<file path="src/hw/rtl/ctcs_pkg.sv">
// Shared constants, codes and types for the corner touch calibration solver.
// No dependencies; every other file of the block but ctcs_ram imports this package.
package ctcs_pkg;

  // Raw sample resolution as held in the corner store.
  localparam int unsigned RawBits       = 12;
  localparam int unsigned SumBits       = RawBits + 2;
  localparam int unsigned CornerBits    = 2 * RawBits;
  localparam int unsigned NumCorners    = 4;
  localparam int unsigned CornerIdxBits = 2;
  localparam int unsigned SpanCmpBits   = (RawBits > 12) ? RawBits : 12;

  // Configuration port.
  localparam int unsigned CfgIdxBits  = 3;
  localparam int unsigned CfgDataBits = 12;

  localparam logic [CfgIdxBits-1:0] REG_SCREEN_WIDTH  = 3'd0;
  localparam logic [CfgIdxBits-1:0] REG_SCREEN_HEIGHT = 3'd1;
  localparam logic [CfgIdxBits-1:0] REG_TARGET_INSET  = 3'd2;
  localparam logic [CfgIdxBits-1:0] REG_MIN_SPAN      = 3'd3;

  localparam logic [11:0] ScreenWidthRst  = 12'd320;
  localparam logic [11:0] ScreenHeightRst = 12'd240;
  localparam logic [10:0] TargetInsetRst  = 11'd20;
  localparam logic [11:0] MinSpanRst      = 12'd100;

  // Input commands.
  localparam logic CMD_SAMPLE  = 1'b0;
  localparam logic CMD_RESTART = 1'b1;

  localparam logic [2:0] COUNT_FULL = 3'd4;

  // floor(v / 3) for any 12-bit v is (v * 2731) >> 13.
  localparam logic [11:0]  RECIP3      = 12'd2731;
  localparam int unsigned  Recip3Shift = 13;

  typedef enum logic [3:0] {
    ST_IDLE,
    ST_DIVIDE,
    ST_INSET,
    ST_TARGET,
    ST_LOAD,
    ST_FOLD,
    ST_SOLVE,
    ST_CHECK,
    ST_DONE
  } state_e;

  typedef struct packed {
    logic                     en;
    logic                     first;
    logic [CornerIdxBits-1:0] idx;
  } fold_ctrl_t;

  // Edge deltas are two's complement.
  typedef struct packed {
    logic [SumBits-1:0] dx_x;
    logic [SumBits-1:0] dx_y;
    logic [SumBits-1:0] dy_x;
    logic [SumBits-1:0] dy_y;
    logic [RawBits-1:0] x_min;
    logic [RawBits-1:0] x_max;
    logic [RawBits-1:0] y_min;
    logic [RawBits-1:0] y_max;
  } fold_res_t;

  typedef struct packed {
    logic [2:0]  samples_held;
    logic        complete;
    logic        cal_valid;
    logic [11:0] span_x_low;
    logic [11:0] span_x_high;
    logic [11:0] span_y_low;
    logic [11:0] span_y_high;
    logic        swap_axes;
    logic        flip_x;
    logic        flip_y;
    logic [10:0] target_x;
    logic [10:0] target_y;
  } result_t;

endpackage

</file>
<file path="src/hw/rtl/ctcs_ram.sv">
// Generic single-write, single-read RAM with a registered read port.
// No dependencies.
module ctcs_ram #(
  parameter int unsigned Width = 8,
  parameter int unsigned Depth = 4
) (
  input  logic                     clk_i,
  input  logic                     we_i,
  input  logic [$clog2(Depth)-1:0] waddr_i,
  input  logic [Width-1:0]         wdata_i,
  input  logic [$clog2(Depth)-1:0] raddr_i,
  output logic [Width-1:0]         rdata_o
);

  logic [Width-1:0] mem_q [Depth];
  logic [Width-1:0] rdata_q;

  always_ff @(posedge clk_i) begin
    if (we_i) begin
      mem_q[waddr_i] <= wdata_i;
    end
    rdata_q <= mem_q[raddr_i];
  end

  assign rdata_o = rdata_q;

endmodule

</file>
<file path="src/hw/rtl/ctcs_fold.sv">
// Corner fold unit: folds one stored corner per cycle into the edge sums and
// the per-axis minimum and maximum. Depends on ctcs_pkg.
module ctcs_fold (
  input  logic                                clk_i,
  input  ctcs_pkg::fold_ctrl_t                ctrl_i,
  input  logic [ctcs_pkg::CornerBits-1:0]     corner_i,
  output ctcs_pkg::fold_res_t                 res_o
);
  import ctcs_pkg::*;

  logic [RawBits-1:0] x_val;
  logic [RawBits-1:0] y_val;
  logic [SumBits-1:0] x_ext;
  logic [SumBits-1:0] y_ext;
  fold_res_t          base;
  fold_res_t          acc_d;
  fold_res_t          acc_q;

  function automatic logic [SumBits-1:0] acc_step(logic [SumBits-1:0] a,
                                                  logic [SumBits-1:0] v,
                                                  logic               add);
    acc_step = add ? (a + v) : (a - v);
  endfunction

  always_comb begin
    x_val = corner_i[RawBits-1:0];
    y_val = corner_i[CornerBits-1:RawBits];
    x_ext = SumBits'(x_val);
    y_ext = SumBits'(y_val);
    base  = ctrl_i.first ? '0 : acc_q;
    acc_d = acc_q;
    if (ctrl_i.en) begin
      // Right-hand corners add to the X-edge delta, bottom corners to the Y-edge delta.
      acc_d.dx_x = acc_step(base.dx_x, x_ext, ctrl_i.idx[0]);
      acc_d.dx_y = acc_step(base.dx_y, y_ext, ctrl_i.idx[0]);
      acc_d.dy_x = acc_step(base.dy_x, x_ext, ctrl_i.idx[1]);
      acc_d.dy_y = acc_step(base.dy_y, y_ext, ctrl_i.idx[1]);
      if (ctrl_i.first) begin
        acc_d.x_min = x_val;
        acc_d.x_max = x_val;
        acc_d.y_min = y_val;
        acc_d.y_max = y_val;
      end else begin
        acc_d.x_min = (x_val < acc_q.x_min) ? x_val : acc_q.x_min;
        acc_d.x_max = (x_val > acc_q.x_max) ? x_val : acc_q.x_max;
        acc_d.y_min = (y_val < acc_q.y_min) ? y_val : acc_q.y_min;
        acc_d.y_max = (y_val > acc_q.y_max) ? y_val : acc_q.y_max;
      end
    end
  end

  always_ff @(posedge clk_i) begin
    acc_q <= acc_d;
  end

  assign res_o = acc_q;

endmodule

</file>
<file path="src/hw/rtl/corner_touch_calibration_solver.sv">
// Top level of the corner touch calibration solver: sequencer, configuration
// registers, corner store, fold unit and output register. Depends on ctcs_pkg.
//
//   channel  | direction | handshake               | payload
//   ---------+-----------+-------------------------+------------------------------------
//   cfg      | in        | cfg_we_i                | cfg_index_i, cfg_data_i
//   in       | in        | in_valid_i / in_ready_o | cmd_i, raw_x_i, raw_y_i
//   out      | out       | out_valid_o/out_ready_i | samples_held_o ... target_y_o
//
// An item that leaves fewer than four corners held passes from acceptance to the
// next acceptance through one reciprocal multiply for the inset limit, the clamp,
// the target and the hand-over to the output register.
// An item that leaves four corners held also passes through the fold unit, which
// takes one corner a cycle from the corner store's single read port.
// Reset restores the register defaults and clears the corner count; the corner
// store itself is not cleared. The sequencer stalls only while the previous word
// still sits unread in the output register.
module corner_touch_calibration_solver (
  input  logic                                clk_i,
  input  logic                                rst_ni,
  input  logic                                cfg_we_i,
  input  logic [ctcs_pkg::CfgIdxBits-1:0]     cfg_index_i,
  input  logic [ctcs_pkg::CfgDataBits-1:0]    cfg_data_i,
  input  logic                                in_valid_i,
  output logic                                in_ready_o,
  input  logic                                cmd_i,
  input  logic [11:0]                         raw_x_i,
  input  logic [11:0]                         raw_y_i,
  output logic                                out_valid_o,
  input  logic                                out_ready_i,
  output logic [2:0]                          samples_held_o,
  output logic                                complete_o,
  output logic                                cal_valid_o,
  output logic [11:0]                         span_x_low_o,
  output logic [11:0]                         span_x_high_o,
  output logic [11:0]                         span_y_low_o,
  output logic [11:0]                         span_y_high_o,
  output logic                                swap_axes_o,
  output logic                                flip_x_o,
  output logic                                flip_y_o,
  output logic [10:0]                         target_x_o,
  output logic [10:0]                         target_y_o
);
  import ctcs_pkg::*;

  state_e      state_q, state_d;
  logic [2:0]  cnt_q, cnt_d;
  logic [CornerIdxBits-1:0] idx_q, idx_d;
  logic        out_valid_q, out_valid_d;

  logic [11:0] width_q, height_q, min_span_q;
  logic [10:0] inset_q;

  logic [23:0] prod_q, prod_d;
  logic [10:0] ins_q, ins_d;
  logic [10:0] quot;
  logic [11:0] min_side;
  logic [RawBits-1:0] xlo_q, xlo_d, xhi_q, xhi_d, ylo_q, ylo_d, yhi_q, yhi_d;
  logic        swap_q, swap_d, flip_x_q, flip_x_d, flip_y_q, flip_y_d;
  logic [SumBits-1:0] abs_dxx, abs_dxy;
  logic        swap_c;
  logic        span_x_ok, span_y_ok;
  result_t     res_q, res_d, out_q, out_d;

  logic                     ram_we;
  logic [CornerIdxBits-1:0] ram_waddr, ram_raddr;
  logic [CornerBits-1:0]    ram_wdata, ram_rdata;

  fold_ctrl_t fold_ctrl;
  fold_res_t  fold_res;

  // Target for the right column or bottom row, saturated to the 11-bit range.
  function automatic logic [10:0] far_target(logic [11:0] size, logic [10:0] ins);
    logic [12:0] t;
    t = {1'b0, size} - 13'd1 - {2'b00, ins};
    if (t[12]) begin
      far_target = 11'd0;
    end else if (t[11]) begin
      far_target = 11'h7FF;
    end else begin
      far_target = t[10:0];
    end
  endfunction

  ctcs_ram #(
    .Width (CornerBits),
    .Depth (NumCorners)
  ) u_store (
    .clk_i   (clk_i),
    .we_i    (ram_we),
    .waddr_i (ram_waddr),
    .wdata_i (ram_wdata),
    .raddr_i (ram_raddr),
    .rdata_o (ram_rdata)
  );

  ctcs_fold u_fold (
    .clk_i    (clk_i),
    .ctrl_i   (fold_ctrl),
    .corner_i (ram_rdata),
    .res_o    (fold_res)
  );

  assign ram_waddr = cnt_q[CornerIdxBits-1:0];
  assign ram_wdata = {RawBits'(raw_y_i), RawBits'(raw_x_i)};

  assign min_side = (width_q < height_q) ? width_q : height_q;
  assign quot     = prod_q[Recip3Shift +: 11];
  assign abs_dxx  = fold_res.dx_x[SumBits-1] ? (~fold_res.dx_x + SumBits'(1)) : fold_res.dx_x;
  assign abs_dxy  = fold_res.dx_y[SumBits-1] ? (~fold_res.dx_y + SumBits'(1)) : fold_res.dx_y;
  assign swap_c   = abs_dxy > abs_dxx;
  assign span_x_ok = SpanCmpBits'(xhi_q - xlo_q) >= SpanCmpBits'(min_span_q);
  assign span_y_ok = SpanCmpBits'(yhi_q - ylo_q) >= SpanCmpBits'(min_span_q);

  always_comb begin
    state_d     = state_q;
    cnt_d       = cnt_q;
    idx_d       = idx_q;
    out_valid_d = out_valid_q;
    prod_d      = prod_q;
    ins_d       = ins_q;
    xlo_d       = xlo_q;
    xhi_d       = xhi_q;
    ylo_d       = ylo_q;
    yhi_d       = yhi_q;
    swap_d      = swap_q;
    flip_x_d    = flip_x_q;
    flip_y_d    = flip_y_q;
    res_d       = res_q;
    out_d       = out_q;
    in_ready_o  = 1'b0;
    ram_we      = 1'b0;
    ram_raddr   = idx_q;
    fold_ctrl   = '0;

    if (out_valid_q && out_ready_i) begin
      out_valid_d = 1'b0;
    end

    case (state_q)
      ST_IDLE: begin
        in_ready_o = 1'b1;
        if (in_valid_i) begin
          idx_d = '0;
          if (cmd_i == CMD_RESTART) begin
            cnt_d = '0;
          end else if (cnt_q < COUNT_FULL) begin
            ram_we = 1'b1;
            cnt_d  = cnt_q + 3'd1;
          end
          state_d = (cnt_d == COUNT_FULL) ? ST_LOAD : ST_DIVIDE;
        end
      end
      ST_DIVIDE: begin
        prod_d  = 24'(min_side) * 24'(RECIP3);
        state_d = ST_INSET;
      end
      ST_INSET: begin
        ins_d   = (quot < inset_q) ? quot : inset_q;
        state_d = ST_TARGET;
      end
      ST_TARGET: begin
        res_d              = '0;
        res_d.samples_held = cnt_q;
        res_d.target_x     = cnt_q[0] ? far_target(width_q, ins_q) : ins_q;
        res_d.target_y     = cnt_q[1] ? far_target(height_q, ins_q) : ins_q;
        state_d            = ST_DONE;
      end
      ST_LOAD: begin
        ram_raddr = '0;
        state_d   = ST_FOLD;
      end
      ST_FOLD: begin
        fold_ctrl.en    = 1'b1;
        fold_ctrl.first = (idx_q == '0);
        fold_ctrl.idx   = idx_q;
        ram_raddr       = idx_q + CornerIdxBits'(1);
        idx_d           = idx_q + CornerIdxBits'(1);
        if (idx_q == CornerIdxBits'(NumCorners - 1)) begin
          state_d = ST_SOLVE;
        end
      end
      ST_SOLVE: begin
        swap_d   = swap_c;
        xlo_d    = swap_c ? fold_res.y_min : fold_res.x_min;
        xhi_d    = swap_c ? fold_res.y_max : fold_res.x_max;
        ylo_d    = swap_c ? fold_res.x_min : fold_res.y_min;
        yhi_d    = swap_c ? fold_res.x_max : fold_res.y_max;
        flip_x_d = swap_c ? fold_res.dx_y[SumBits-1] : fold_res.dx_x[SumBits-1];
        flip_y_d = swap_c ? fold_res.dy_x[SumBits-1] : fold_res.dy_y[SumBits-1];
        state_d  = ST_CHECK;
      end
      ST_CHECK: begin
        res_d              = '0;
        res_d.samples_held = cnt_q;
        res_d.complete     = 1'b1;
        res_d.cal_valid    = span_x_ok && span_y_ok;
        res_d.span_x_low   = 12'(xlo_q);
        res_d.span_x_high  = 12'(xhi_q);
        res_d.span_y_low   = 12'(ylo_q);
        res_d.span_y_high  = 12'(yhi_q);
        res_d.swap_axes    = swap_q;
        res_d.flip_x       = flip_x_q;
        res_d.flip_y       = flip_y_q;
        state_d            = ST_DONE;
      end
      ST_DONE: begin
        if (!out_valid_q || out_ready_i) begin
          out_d       = res_q;
          out_valid_d = 1'b1;
          state_d     = ST_IDLE;
        end
      end
      default: begin
        state_d = ST_IDLE;
      end
    endcase
  end

  always_ff @(posedge clk_i or negedge rst_ni) begin
    if (!rst_ni) begin
      state_q     <= ST_IDLE;
      cnt_q       <= '0;
      idx_q       <= '0;
      out_valid_q <= 1'b0;
    end else begin
      state_q     <= state_d;
      cnt_q       <= cnt_d;
      idx_q       <= idx_d;
      out_valid_q <= out_valid_d;
    end
  end

  always_ff @(posedge clk_i or negedge rst_ni) begin
    if (!rst_ni) begin
      width_q    <= ScreenWidthRst;
      height_q   <= ScreenHeightRst;
      inset_q    <= TargetInsetRst;
      min_span_q <= MinSpanRst;
    end else if (cfg_we_i) begin
      case (cfg_index_i)
        REG_SCREEN_WIDTH:  width_q    <= cfg_data_i;
        REG_SCREEN_HEIGHT: height_q   <= cfg_data_i;
        REG_TARGET_INSET:  inset_q    <= cfg_data_i[10:0];
        REG_MIN_SPAN:      min_span_q <= cfg_data_i;
        default: begin
        end
      endcase
    end
  end

  always_ff @(posedge clk_i) begin
    prod_q   <= prod_d;
    ins_q    <= ins_d;
    xlo_q    <= xlo_d;
    xhi_q    <= xhi_d;
    ylo_q    <= ylo_d;
    yhi_q    <= yhi_d;
    swap_q   <= swap_d;
    flip_x_q <= flip_x_d;
    flip_y_q <= flip_y_d;
    res_q    <= res_d;
    out_q    <= out_d;
  end

  assign out_valid_o    = out_valid_q;
  assign samples_held_o = out_q.samples_held;
  assign complete_o     = out_q.complete;
  assign cal_valid_o    = out_q.cal_valid;
  assign span_x_low_o   = out_q.span_x_low;
  assign span_x_high_o  = out_q.span_x_high;
  assign span_y_low_o   = out_q.span_y_low;
  assign span_y_high_o  = out_q.span_y_high;
  assign swap_axes_o    = out_q.swap_axes;
  assign flip_x_o       = out_q.flip_x;
  assign flip_y_o       = out_q.flip_y;
  assign target_x_o     = out_q.target_x;
  assign target_y_o     = out_q.target_y;

endmodule

</file>
<file path="config.mk">
export PLATFORM = sky130hd
export DESIGN_NAME = corner_touch_calibration_solver
export DESIGN_NICKNAME = d
export VERILOG_FILES = /design/src/hw/rtl/ctcs_pkg.sv /design/src/hw/rtl/ctcs_ram.sv /design/src/hw/rtl/ctcs_fold.sv /design/src/hw/rtl/corner_touch_calibration_solver.sv
export SDC_FILE = /design/constraint.sdc
export NUM_CORES = 1
export LEC_CHECK = 0
export ABC_AREA = 1
export ABC_CLOCK_PERIOD_IN_PS = 7300
export BUFFER_PORTS_ARGS = -buffer_cell sky130_fd_sc_hd__buf_2
export CORE_MARGIN = 2
export CORE_UTILIZATION = 45
export DETAILED_ROUTE_END_ITERATION = 16
export PLACE_DENSITY = 0.59
export SYNTH_ARGS = -nofsm -noshare
export SYNTH_HDL_FRONTEND = slang
export SYNTH_SLANG_ARGS = --single-unit
export TNS_END_PERCENT = 30
</file>
<file path="constraint.sdc">
create_clock -name clk_i -period 7.3 [get_ports clk_i]
set_clock_uncertainty 0.1 [all_clocks]
set_input_delay 0.365 -clock clk_i [delete_from_list [all_inputs] [get_ports clk_i]]
set_output_delay 0.365 -clock clk_i [all_outputs]
set_load 0.01 [all_outputs]
</file>
==> flow_metrics.py, run 1 <==
metrics = {
    "setup_path": {
        "cp_data_arrival_time_ns": 6.70,
        "r2r_cells": 24,
        "r2r_slack_ns": 0.85,
        "timing.critical_path.required_ns": 7.55,
        "endpoint_kind": "register",
        "critical_path_class": "reg2reg",
        "rr_startpoint": "height_q[5]",
        "critical_path.endpoint": "prod_q[23]",
        "crit_chain": "inv_1, ha_1, nand2_1, nand2_1, nand2_1, nand2_1, a21oi_1, nand2_1, buf_4, a21oi_1, ha_1, ha_1, fa_1, fa_1, inv_1, fa_1, inv_1, ha_1, nand2_1, nor4_1, nand2_1, nand2_1, a21oi_1, xor2_1",
        "cpMaxStageDelayCell": "sky130_fd_sc_hd__a21oi_1",
        "cp-startpoint": "height_q[5]",
        "worstPathMaxFanout": 12,
        "crit-reg2reg-capture": "prod_q[23]",
        "worst_path_largest_cell_delay_ns": 0.56,
        "path_common_cell": "sky130_fd_sc_hd__nand2_1",
        "timing.critical_path.from_type": "register",
    },
    "sta": {
        "sum_of_negative_setup_slack_ns": 0,
        "timing.final.setup_violations": 0,
        "maxSlewViolCount": 0,
        "timing_hold_violations_final": 0,
        "clock_period_minus_final_worst_setup_slack_ns": 6.45,
        "max_freq_mhz": 155,
        "max_slew.worst_pin.slew_ns": 1.13,
        "tcrit_tclk_final": 0.884,
        "grt_setup_unrepaired": "false",
        "worst_hold_slack_ns": 0.0365,
        "worst_slew_margin_rel": 0.246,
    },
    "place": {
        "detailed_placer_s_ending_hpwl_um": 51100,
        "dpl_cell_area_um2": 30500,
        "finalWeightedCongestion": 0.902,
        "dp.cells": 3799,
        "io_buffers": 124,
    },
    "clock_tree": {
        "htree_num_levels": 2,
        "insertion_delay_ns": 0.63,
        "post_cts.repair.setup_buffers": 0,
        "number_of_buffers_added_to_fix_hold_violations_after_cts": 27,
        "cts_max_path_buffers": 3,
        "cts_buffers": 56,
        "cts-root-buf": "sky130_fd_sc_hd__clkbuf_16",
        "post_cts_resized": 0,
        "cts_num_sinks": 510,
        "cts_tree": "done",
        "cts.reportedPaths.clkPinSlew_ns": 0.07,
    },
    "routing": {
        "drt-vias-per-instance": 5.09,
        "drt-wirelength-per-cell_um": 17.6,
        "vias": 20000,
        "drtIter0Drc": 1344,
        "detailedRoute.firstPassIterationCount": 5,
        "post-route-drc-count": 0,
        "drt_wl_total_um": 69300,
        "post_route_antenna_net_violation_count": 0,
        "wirelength_met1_um": 32600,
        "dr_wl_met3_um": 3470,
        "wl_met2_um": 31800,
        "top_layer": "met5",
    },
    "logic_synthesis": {
        "synth.yosys.warnings": 0,
        "seq_total_area_yosys": 0.514,
        "post_synth_instance_area_um2": 28800,
        "count_of_flip_flops_with_a_built_in_enable_after_synthesis": 429,
        "mappedNetlistNets": 3257,
        "syn_avg_cell_area_um2": 10.0,
        "postSynthCellCount": 2873,
        "asyncSetResetFlopFracSynth": 0.112,
        "synth_ff_type": "sky130_fd_sc_hd__edfxtp_1",
        "yosysTopAreaCellShare": 0.447,
        "synth_cell_types": 47,
        "synthTopCellsByArea": "sky130_fd_sc_hd__edfxtp_1 (45%), sky130_fd_sc_hd__ha_1 (13%), sky130_fd_sc_hd__nand2_1 (6.4%)",
        "synth-seq-cells": 510,
        "yosysMostFrequentCell": "sky130_fd_sc_hd__nand2_1",
        "synth_top_area_cell": "sky130_fd_sc_hd__edfxtp_1",
        "netlist_top_cells_count": "sky130_fd_sc_hd__nand2_1 (489), sky130_fd_sc_hd__inv_1 (456), sky130_fd_sc_hd__edfxtp_1 (429)",
    },
    "floorplan": {
        "die_height_um": 257,
        "initial_core_util": 0.456,
        "core_area_um2": 63200,
        "i_o_pin_count": 125,
        "die_width_um": 257,
        "fp-row-count": 92,
        "die_area_um2": 66000,
    },
    "grt": {
        "antenna_found_initial": 7,
        "globalRouteOverflowTotal": 0,
        "grt_max_degree": 99,
        "first_global_vias": 19900,
        "grt_pass1_wl_um": 110000,
        "grt_usage": 0.211,
    },
    "min_path": {
        "hp-class": "in2reg",
        "hold-path-cell-count": 3,
    },
    "final_layout": {
        "finish.net_count": 3422,
        "layout-drive-gt1-share": 0.0901,
        "final_area_um2": 32600,
        "instances_no_fill": 3935,
        "layout-area-overhead-vs-synth_pct": 13.3,
    },
    "run": {
        "drv_cap": 0,
    },
    "outcome": {
        "result_of_the_run": "complete, no violations",
    },
}
worst max-delay path, delay by kind of cell (launching register included):
kind | cells | cell delay (ns)
buf+inv | 4 | 0.42
simple gates | 9 | 1.19
xor+xnor | 1 | 0.15
flops | 1 | 0.55
compound gates | 3 | 0.88
fa+ha+maj | 7 | 2.91
cell families after synthesis:
group / share of synthesized area
AND/OR/NAND/NOR: 0.112
AO/OA/AOI/OAI: 0.104
buffers and inverters: 0.0683
flip-flops: 0.514
adder cells (fa/ha/maj): 0.159
XOR/XNOR: 0.0420
final cells by class:
cell class / count / area, um^2
fill: 5622 / 30600
sequential: 510 / 14800
multi-input combinational: 1840 / 12100
inverter: 460 / 1730
clock buffer: 66 / 1470
tap: 846 / 1060
timing repair buffer: 170 / 1030
clock inverter: 39 / 410
antenna: 4 / 10.0
placed cells by master (no fill, tap or decap), drive strengths merged, types with 7 or more instances in the layout:
cell type	n
a21oi	193
nor3	18
inv	463
a31oi	12
edfxtp	429
nand2	493
xnor2	41
buf	143
dfrtp	46
ha	293
xor2	97
nor2	210
nor4	9
dlygate4sd3	27
o21bai	7
clkinv	24
o22ai	24
dfxtp	24
clkinvlp	8
fa	46
nand4	19
clkbuf	66
nand3	42
a21boi	14
a21o	8
o21ai	283
dfstp	11
per-stage QoR:
| step | util | setup WS (ns) |
|---|---|---|
| finish | 0.516 | 0.850 |
| global route | 0.516 | 0.329 |
| CTS | 0.516 | 0.873 |
| detailed placement | 0.482 | 0.901 |
| global placement | 0.482 | 0.998 |
| floorplan | - | 1.44 |
registers in the layout, indices dropped and copies added, names as in the netlist, 24 cells and up:
signal / flops
res_q: 78
u_fold.res_o: 104
u_store.mem_q: 96
u_store.rdata_o: 24
worst min-delay path by stage:
stage | start | end | slack (ns)
finish | cfg_data_i[10] | width_q[10] | 0.04
global route | cfg_data_i[8] | min_span_q[8] | 0.03
CTS | cfg_data_i[8] | inset_q[8] | 0.006
detailed placement | res_q[49] | span_x_high_o[0] | 0.30
global placement | res_q[21] | target_x_o[10] | 0.30
floorplan | rst_ni | cnt_q[0] | -0.03
per-layer routing:
| layer | vias to the layer above | track usage |
|---|---|---|
| met5 | - | 0 |
| met4 | 4 | 0.0496 |
| met3 | 94 | 0.0288 |
| met2 | 427 | 0.341 |
| met1 | 9485 | 0.303 |
| li1 | 10000 | - |
Power of run 1 is left out: the tool's default activity adds up to more than one toggle a clock period on the data nets, which glitch-free logic cannot reach.
==> inputs of run 2 (changes only) <==
--- a/config.mk
+++ b/config.mk
@@ -11,7 +11,7 @@
 export CORE_MARGIN = 2
 export CORE_UTILIZATION = 45
 export DETAILED_ROUTE_END_ITERATION = 16
-export PLACE_DENSITY = 0.59
+export PLACE_DENSITY_LB_ADDON = 0.05
 export SYNTH_ARGS = -nofsm -noshare
 export SYNTH_HDL_FRONTEND = slang
 export SYNTH_SLANG_ARGS = --single-unit
==> flow_metrics.py, run 2 (same netlist as run 1, synthesis figures left out) <==
metrics = {
    "clock_tree": {
        "insertion_delay_ns": 0.62,
        "cts-root-buf": "sky130_fd_sc_hd__clkbuf_16",
        "cts_tree": "done",
        "htree_num_levels": 2,
        "cts_buffers": 56,
        "cts_num_sinks": 510,
        "cts_max_path_buffers": 3,
        "cts.reportedPaths.clkPinSlew_ns": 0.06,
        "post_cts.repair.setup_buffers": 0,
    },
    "floorplan": {
        "die_width_um": 257,
        "i_o_pin_count": 125,
        "core_area_um2": 63200,
        "die_area_um2": 66000,
        "initial_core_util": 0.456,
        "fp-row-count": 92,
        "die_height_um": 257,
    },
    "sta": {
        "clock_period_minus_final_worst_setup_slack_ns": 6.38,
        "timing_hold_violations_final": 0,
        "max_freq_mhz": 157,
        "max_slew.worst_pin.slew_ns": 1.01,
        "sum_of_negative_setup_slack_ns": 0,
        "timing.final.setup_violations": 0,
        "tcrit_tclk_final": 0.874,
        "maxSlewViolCount": 0,
        "worst_slew_margin_rel": 0.325,
        "worst_hold_slack_ns": 0.0308,
        "worst_slack_ns": 0.921,
        "grt_setup_unrepaired": "false",
    },
    "setup_path": {
        "worstPathMaxFanout": 20,
        "crit-reg2reg-capture": "prod_q[23]",
        "cp_data_arrival_time_ns": 6.63,
        "critical_path_class": "reg2reg",
        "endpoint_kind": "register",
        "r2r_slack_ns": 0.92,
        "rr_startpoint": "height_q[7]",
        "timing.critical_path.from_type": "register",
        "timing.critical_path.required_ns": 7.56,
        "r2r_cells": 25,
    },
    "routing": {
        "detailedRoute.firstPassIterationCount": 5,
        "drt-wirelength-per-cell_um": 17.7,
        "post_route_antenna_net_violation_count": 0,
        "drtIter0Drc": 1237,
        "post-route-drc-count": 0,
        "drt_wl_total_um": 69800,
        "wl_met2_um": 31100,
        "drt-vias-per-instance": 5.09,
        "wirelength_met1_um": 33400,
        "top_layer": "met5",
        "dr_wl_met3_um": 3400,
        "vias": 20100,
    },
    "final_layout": {
        "layout_commonest_cell": "sky130_fd_sc_hd__nand2_1",
        "layout-drive-gt1-share": 0.0915,
        "largest_register_ffs": 104,
        "commonest_cells_after_routing_fill_and_taps_aside": "sky130_fd_sc_hd__nand2_1 (487), sky130_fd_sc_hd__inv_1 (456), sky130_fd_sc_hd__edfxtp_1 (429)",
        "layout-area-overhead-vs-synth_pct": 13.7,
        "final_util": 0.518,
        "finish.net_count": 3434,
    },
    "grt": {
        "globalRouteOverflowTotal": 0,
        "grt_pass1_wl_um": 110000,
        "grt_max_degree": 96,
        "grt_usage": 0.213,
        "first_global_vias": 19700,
        "antenna_found_initial": 4,
    },
    "min_path": {
        "hold_path.startpoint": "cfg_data_i[9]",
        "holdPathEnd": "inset_q[9]",
        "hp-class": "in2reg",
        "hold-path-cell-count": 3,
    },
    "place": {
        "io_buffers": 124,
        "dp_worst_setup_slack_ns": 1.02,
        "detailed_placer_s_ending_hpwl_um": 52500,
        "finalWeightedCongestion": 0.889,
    },
    "outcome": {
        "result_of_the_run": "complete, no violations",
    },
    "run": {
        "drv_cap": 0,
    },
}
run 2: cell types whose count changed in the layout (fill, tap and decap cells not counted), moves of 3 or more:
cell | previous run | this run
sky130_fd_sc_hd__buf_4 | 19 | 29
sky130_fd_sc_hd__bufinv_16 | 4 | 9
sky130_fd_sc_hd__clkinv_1 | 4 | 7
sky130_fd_sc_hd__clkinv_4 | 6 | 1
sky130_fd_sc_hd__clkinvlp_4 | 8 | 4
sky130_fd_sc_hd__diode_2 | 4 | 1
run 2: critical path: stages, from the launching register on:
cell                      delay, ns
sky130_fd_sc_hd__dfstp_2       0.55
sky130_fd_sc_hd__inv_1         0.06
sky130_fd_sc_hd__ha_1          0.28
sky130_fd_sc_hd__nand2_1       0.07
sky130_fd_sc_hd__inv_1         0.04
sky130_fd_sc_hd__nand2_1       0.06
sky130_fd_sc_hd__nand2_1       0.04
sky130_fd_sc_hd__a21oi_1       0.24
sky130_fd_sc_hd__nand2_1       0.13
sky130_fd_sc_hd__buf_4         0.22
sky130_fd_sc_hd__o21ai_0       0.65
sky130_fd_sc_hd__inv_1         0.34
sky130_fd_sc_hd__ha_1          0.37
sky130_fd_sc_hd__ha_1          0.30
sky130_fd_sc_hd__inv_1         0.06
sky130_fd_sc_hd__fa_1          0.53
sky130_fd_sc_hd__inv_1         0.05
sky130_fd_sc_hd__fa_1          0.45
sky130_fd_sc_hd__ha_1          0.32
sky130_fd_sc_hd__ha_1          0.36
sky130_fd_sc_hd__nand2_1       0.14
sky130_fd_sc_hd__nor4_1        0.29
sky130_fd_sc_hd__nand2_1       0.08
sky130_fd_sc_hd__nand2_1       0.14
sky130_fd_sc_hd__a21oi_1       0.10
sky130_fd_sc_hd__xor2_1        0.14
run 2: how the worst max path moves through the flow:
stage                startpoint    endpoint  slack (ns)  depth (start not counted)
floorplan           height_q[5]  prod_q[22]        1.44                         26
global placement    height_q[7]  prod_q[23]        1.03                         25
detailed placement  height_q[5]  prod_q[22]        1.02                         27
CTS                 height_q[7]  prod_q[22]        0.94                         27
global route        height_q[5]  prod_q[19]        0.59                         25
finish              height_q[7]  prod_q[23]        0.92                         25
run 2: layout make-up:
type | instances | area [um^2]
Sequential cell | 510 | 14800
Clock buffer | 66 | 1470
Clock inverter | 36 | 445
Fill cell | 5749 | 30400
Multi-Input combinational cell | 1840 | 12100
Inverter | 460 | 1730
Antenna cell | 1 | 2.50
Tap cell | 846 | 1060
Timing Repair Buffer | 182 | 1130
run 2: per-layer routing:
layer,up-vias,track usage
met1,9468,0.309
li1,10000,-
met4,2,0.0599
met3,100,0.0294
met5,-,0
met2,453,0.335
run 2: repair_timing:
item	in CTS	in global routing
endpoints found under the hold margin	152	0
hold buffers	29	0
resized for setup	0	0
run 2: per-stage QoR:
stage | area [um^2] | cells
2_1_floorplan | 28800 | 2873
3_3_place_gp | 30500 | 3809
3_5_place_dp | 30500 | 3809
4_1_cts | 32700 | 3940
5_1_grt | 32800 | 3941
6_report | 32800 | 3941
Power of run 2 is left out for the same reason.
